### config.mk
export PLATFORM = sky130hd
export DESIGN_NAME = rar_ctrl
export DESIGN_NICKNAME = d
export VERILOG_FILES = /design/src/sv/rar_pkg.sv /design/src/sv/rar_ctrl.sv
export SDC_FILE = /design/constraint.sdc
export NUM_CORES = 1
export LEC_CHECK = 0
export BUFFER_PORTS_ARGS = -buffer_cell sky130_fd_sc_hd__buf_2
export CORE_AREA = 5 5 42 44
export CTS_CLUSTER_SIZE = 20
export DETAILED_ROUTE_END_ITERATION = 10
export DIE_AREA = 0 0 47 49
export PLACE_DENSITY = 0.6
export SYNTH_ARGS = -nofsm -noshare
export SYNTH_HDL_FRONTEND = slang
export SYNTH_SLANG_ARGS = --single-unit
export TNS_END_PERCENT = 50
### constraint.sdc
create_clock -name clk -period 2.15 [get_ports clk]
set_input_delay 0.43 -clock clk [delete_from_list [all_inputs] [get_ports clk]]
set_output_delay 0.43 -clock clk [all_outputs]
set_load 0.1 [all_outputs]
### src/sv/rar_pkg.sv
`timescale 1ns / 1ps
`default_nettype none

package rar_pkg;

  localparam int DEF_LOG_DEPTH = 64;
  localparam int DEF_ADDR_BITS = 48;

  // Field widths of the item channels, and the width used to widen addresses.
  localparam int KIND_W  = 2;
  localparam int FIELD_W = 48;
  localparam int LEN_W   = 32;
  localparam int WIDE_W  = 64;

  typedef enum logic [KIND_W-1:0] {
    KIND_LOG   = 2'd0,
    KIND_XLATE = 2'd1,
    KIND_CLEAR = 2'd2
  } kind_t;

  typedef struct packed {
    logic accept;
    logic clear_log;
    logic log_entry;
    logic calc_off;
    logic update;
    logic load_out;
  } cmd_t;

  typedef struct packed {
    logic empty;
    logic last;
    logic out_free;
  } sts_t;

endpackage

`default_nettype wire

### src/sv/rar_ctrl.sv
`timescale 1ns / 1ps
`default_nettype none

module rar_ctrl (
  input  logic           clk,
  input  logic           rst,
  input  logic           valid,
  input  rar_pkg::kind_t kind,
  output logic           ready,
  input  rar_pkg::sts_t  sts,
  output rar_pkg::cmd_t  cmd
);

  typedef enum logic [5:0] {
    S_IDLE   = 6'b000001,
    S_WRITE  = 6'b000010,
    S_FETCH  = 6'b000100,
    S_OFFSET = 6'b001000,
    S_UPDATE = 6'b010000,
    S_FINISH = 6'b100000
  } state_t;

  state_t state;
  state_t state_next;

  always_ff @(posedge clk) begin
    if (rst) begin
      state <= S_IDLE;
    end else begin
      state <= state_next;
    end
  end

  assign ready = (state == S_IDLE);

  always_comb begin
    state_next = state;
    cmd        = '0;
    unique case (state)
      S_IDLE: begin
        if (valid) begin
          cmd.accept = 1'b1;
          unique case (kind)
            rar_pkg::KIND_LOG: begin
              state_next = S_WRITE;
            end
            rar_pkg::KIND_XLATE: begin
              state_next = sts.empty ? S_FINISH : S_FETCH;
            end
            rar_pkg::KIND_CLEAR: begin
              cmd.clear_log = 1'b1;
              state_next    = S_FINISH;
            end
            default: begin
              state_next = S_FINISH;
            end
          endcase
        end
      end
      S_WRITE: begin
        cmd.log_entry = 1'b1;
        state_next    = S_FINISH;
      end
      // The log entry read is registered, so its data is first usable in OFFSET.
      S_FETCH: begin
        state_next = S_OFFSET;
      end
      S_OFFSET: begin
        cmd.calc_off = 1'b1;
        state_next   = S_UPDATE;
      end
      S_UPDATE: begin
        cmd.update = 1'b1;
        state_next = sts.last ? S_FINISH : S_FETCH;
      end
      S_FINISH: begin
        if (sts.out_free) begin
          cmd.load_out = 1'b1;
          state_next   = S_IDLE;
        end
      end
      default: begin
        state_next = S_IDLE;
      end
    endcase
  end

endmodule

`default_nettype wire

==> impl_metrics.ini <==
[run_status]
run_status = finished with violations
violations_in_the_final_reports = setup timing

[final_layout]
finish.cell_count_without_fillers = 82
n_antenna_cell = 0
area.sequential_sq_um = 126
syn2layout_area_growth_pct = 72.6
post_route_cells_drive_above_1_share_pct = 53.0
multiInputGateArea_sq_um = 273
largest_register_ff_count = 6
largestRegisters = state (6)
max_flop_register = state
finalNetCount = 76
num-fill-cells = 144

[logic_synthesis]
postSynthCellCount = 43
synth.area.top_cells = dfxtp_1 32%, nor3b_1 6.1%, mux2i_1 5.4%
syn-num-nets = 51
synthArstFlopShare_pct = 0
syn_area_per_cell_sq_um = 8.61
netlist.top_cell.by_area = dfxtp_1
synth_top_cell_area_share_pct = 32.4
ys_top_cells_by_count = 6 x dfxtp_1, 4 x nor3_1
yosysSeqAreaShare_pct = 32.4
mapped_cell_area_sq_um = 370
synth-main-ff-cell = dfxtp_1
ys_types = 24
synth-edff-count = 0
synth_seq_cells = 6
ys.warnings.count = 0
synthMostInstantiatedCell = dfxtp_1

[sta]
max_freq_mhz = 443
slew_headroom_pct = 67.8
setup_viol = 2
hold_violations = 0
period_minus_slack_ns = 2.26
finalWorstSetupSlack_ns = -0.108
unrepaired_setup_endpoints_after_global_routing = true
timing.final.crit_share_pct = 105
finalMaxSlewViolations = 0
clock_skew_ns = 0.000674
timing_worst_slew_pin_value_ns = 0.486

[drt]
wire_per_inst_um = 11.5
postRouteAntennaNets = 0
drt_first_pass_iters = 4
drt-vias-per-instance = 5.06
detail_route.iter0.violations = 10
route.detailed.drc = 0
route.vias.total = 415
wirelength_um = 944

[global_routing]
maximum_number_of_pins_on_one_net_before_global_route_repair = 8
grtUsageTotal_pct = 9.58
first_pass_grt_wire_length_mm = 1.68
via_count_of_the_first_global_routing_pass = 399
overflow = 0
antenna_found_initial = 0

[clock_tree]
cts_buffers = 3
cts-htree-levels = 1
maximum_buffer_depth_of_the_clock_tree = 2
clock_tree_from_tritoncts = built
tritoncts_num_sinks = 6
clk_root_buffer_cell = clkbuf_4
clkTransAtPathRegs_ns = 0.04
postCtsHoldBufs = 0
clock_latency_ns = 0.24

[setup_path]
timing.setup.critical_path_class = reg2out
critPathCaptureType = output port
critical_path_fanout_max = 2
setup.worst_path.start_class = register
crit_required_ns = 1.72
critPathArrivalTime_ns = 1.83

[die]
die-area_sq_um = 2300
die-height_um = 49
die_x_um = 47
core_region_area_sq_um = 1400
start_util_pct = 26.4
num_io_pins = 15
floorplan.rows = 14

[power]
post-layout-total-power_w = 0.000370
power.net_switching_w = 0.000129
leakage_dissipation_nw = 0.278
power.share.clock_pct = 27.6
p_int_w = 0.000241
power_per_cell_area_nw_per_um2 = 579
p_comb_share_pct = 39.9
irDropWorstVdd_mv = 0.256
pwr-share-seq_pct = 32.6
netSwitchingFraction_pct = 35.0

[run]
cap_violations = 0

[placed_design]
io_buffer_count = 14
gpl.final_weighted_congestion = 0.765
preCtsSetupSlack_ns = 0.0769
place.detailed.instances = 75
post-dp-hpwl_um = 748

[hold_path]
worstHoldPathType = in2reg
## power groups by stage
stage                     logic (W)  registers, W  clock network (W)
after CTS                  0.000146      0.000120           0.000106
after floorplan           0.0000822      0.000123                  0
after detailed placement   0.000133      0.000124                  0
after global routing       0.000156      0.000121           0.000110
after global placement     0.000132      0.000124                  0
final                      0.000148      0.000120           0.000102
## repair_timing
item	4_1_cts	5_1_grt
setup buffers	4	0
gates resized for setup	3	7
endpoints found under the setup margin	2	6
pin swaps	4	3
## path summary, 6_finish.rpt
| path | from | slack (ns) | end | depth (start not counted) |
|---|---|---|---|---|
| setup / recovery | state[2] | -0.11 | cmd[4] | 5 |
| hold / removal | kind[1] | 0.39 | state[1] | 2 |
| setup reg to reg | state[2] | 0.21 | state[2] | 6 |
| hold reg to reg | state[3] | 0.46 | state[3] | 1 |
## layout by cell type, fill, tap and decap left out, drive strengths merged, types with 3 or more instances in the layout
cell type  count
buf           19
clkbuf         4
dfxtp          6
nand2          3
nand2b         3
nor2           3
nor3           4
nor3b          4
## stage by stage
stage / hold WS, ns / TNS (ns) / cell area [sq um] / utilization, %
after floorplan: 0.430 / -3.27 / 397 / -
after global placement: 0.445 / 0 / 562 / 40.1
after detailed placement: 0.454 / 0 / 562 / 40.1
after CTS: 0.393 / -0.241 / 621 / 44.3
after global routing: 0.404 / -0.350 / 639 / 45.6
final: 0.391 / -0.163 / 639 / 45.6
## metal layers
metal,vias to the layer above,track usage (%),wire [um]
met3,2,1.11,65
met4,0,5.53,14
li1,206,-,-
met5,-,0,0
met2,15,13.6,481
met1,192,13.4,383
## cell families (layout without fill, tap and decap cells)
| logic type | after synthesis | in the layout | share of synthesized area [%] |
|---|---|---|---|
| buf+inv | 2 | 25 | 2.03 |
| compound gates | 6 | 6 | 12.5 |
| simple gates | 26 | 26 | 44.9 |
| mux | 2 | 2 | 5.41 |
| fa+ha+maj | 1 | 1 | 2.70 |
| flops | 6 | 6 | 32.4 |
## cell type report
| cell class | count | area share (%) |
|---|---|---|
| clock buffer | 3 | 3.52 |
| inverter | 2 | 1.57 |
| multi-input combinational | 35 | 42.7 |
| sequential | 6 | 19.8 |
| tap | 16 | 3.13 |
| timing repair buffer | 20 | 29.4 |
## worst max-delay path, cell delays in order (launching register included)
cell     delay (ns)
dfxtp_4        0.34
or4_4          0.53
nor3b_4        0.21
nand2_2        0.10
nor3b_4        0.21
buf_12         0.20
No activity file was read; power rests on OpenSTA's default activity.
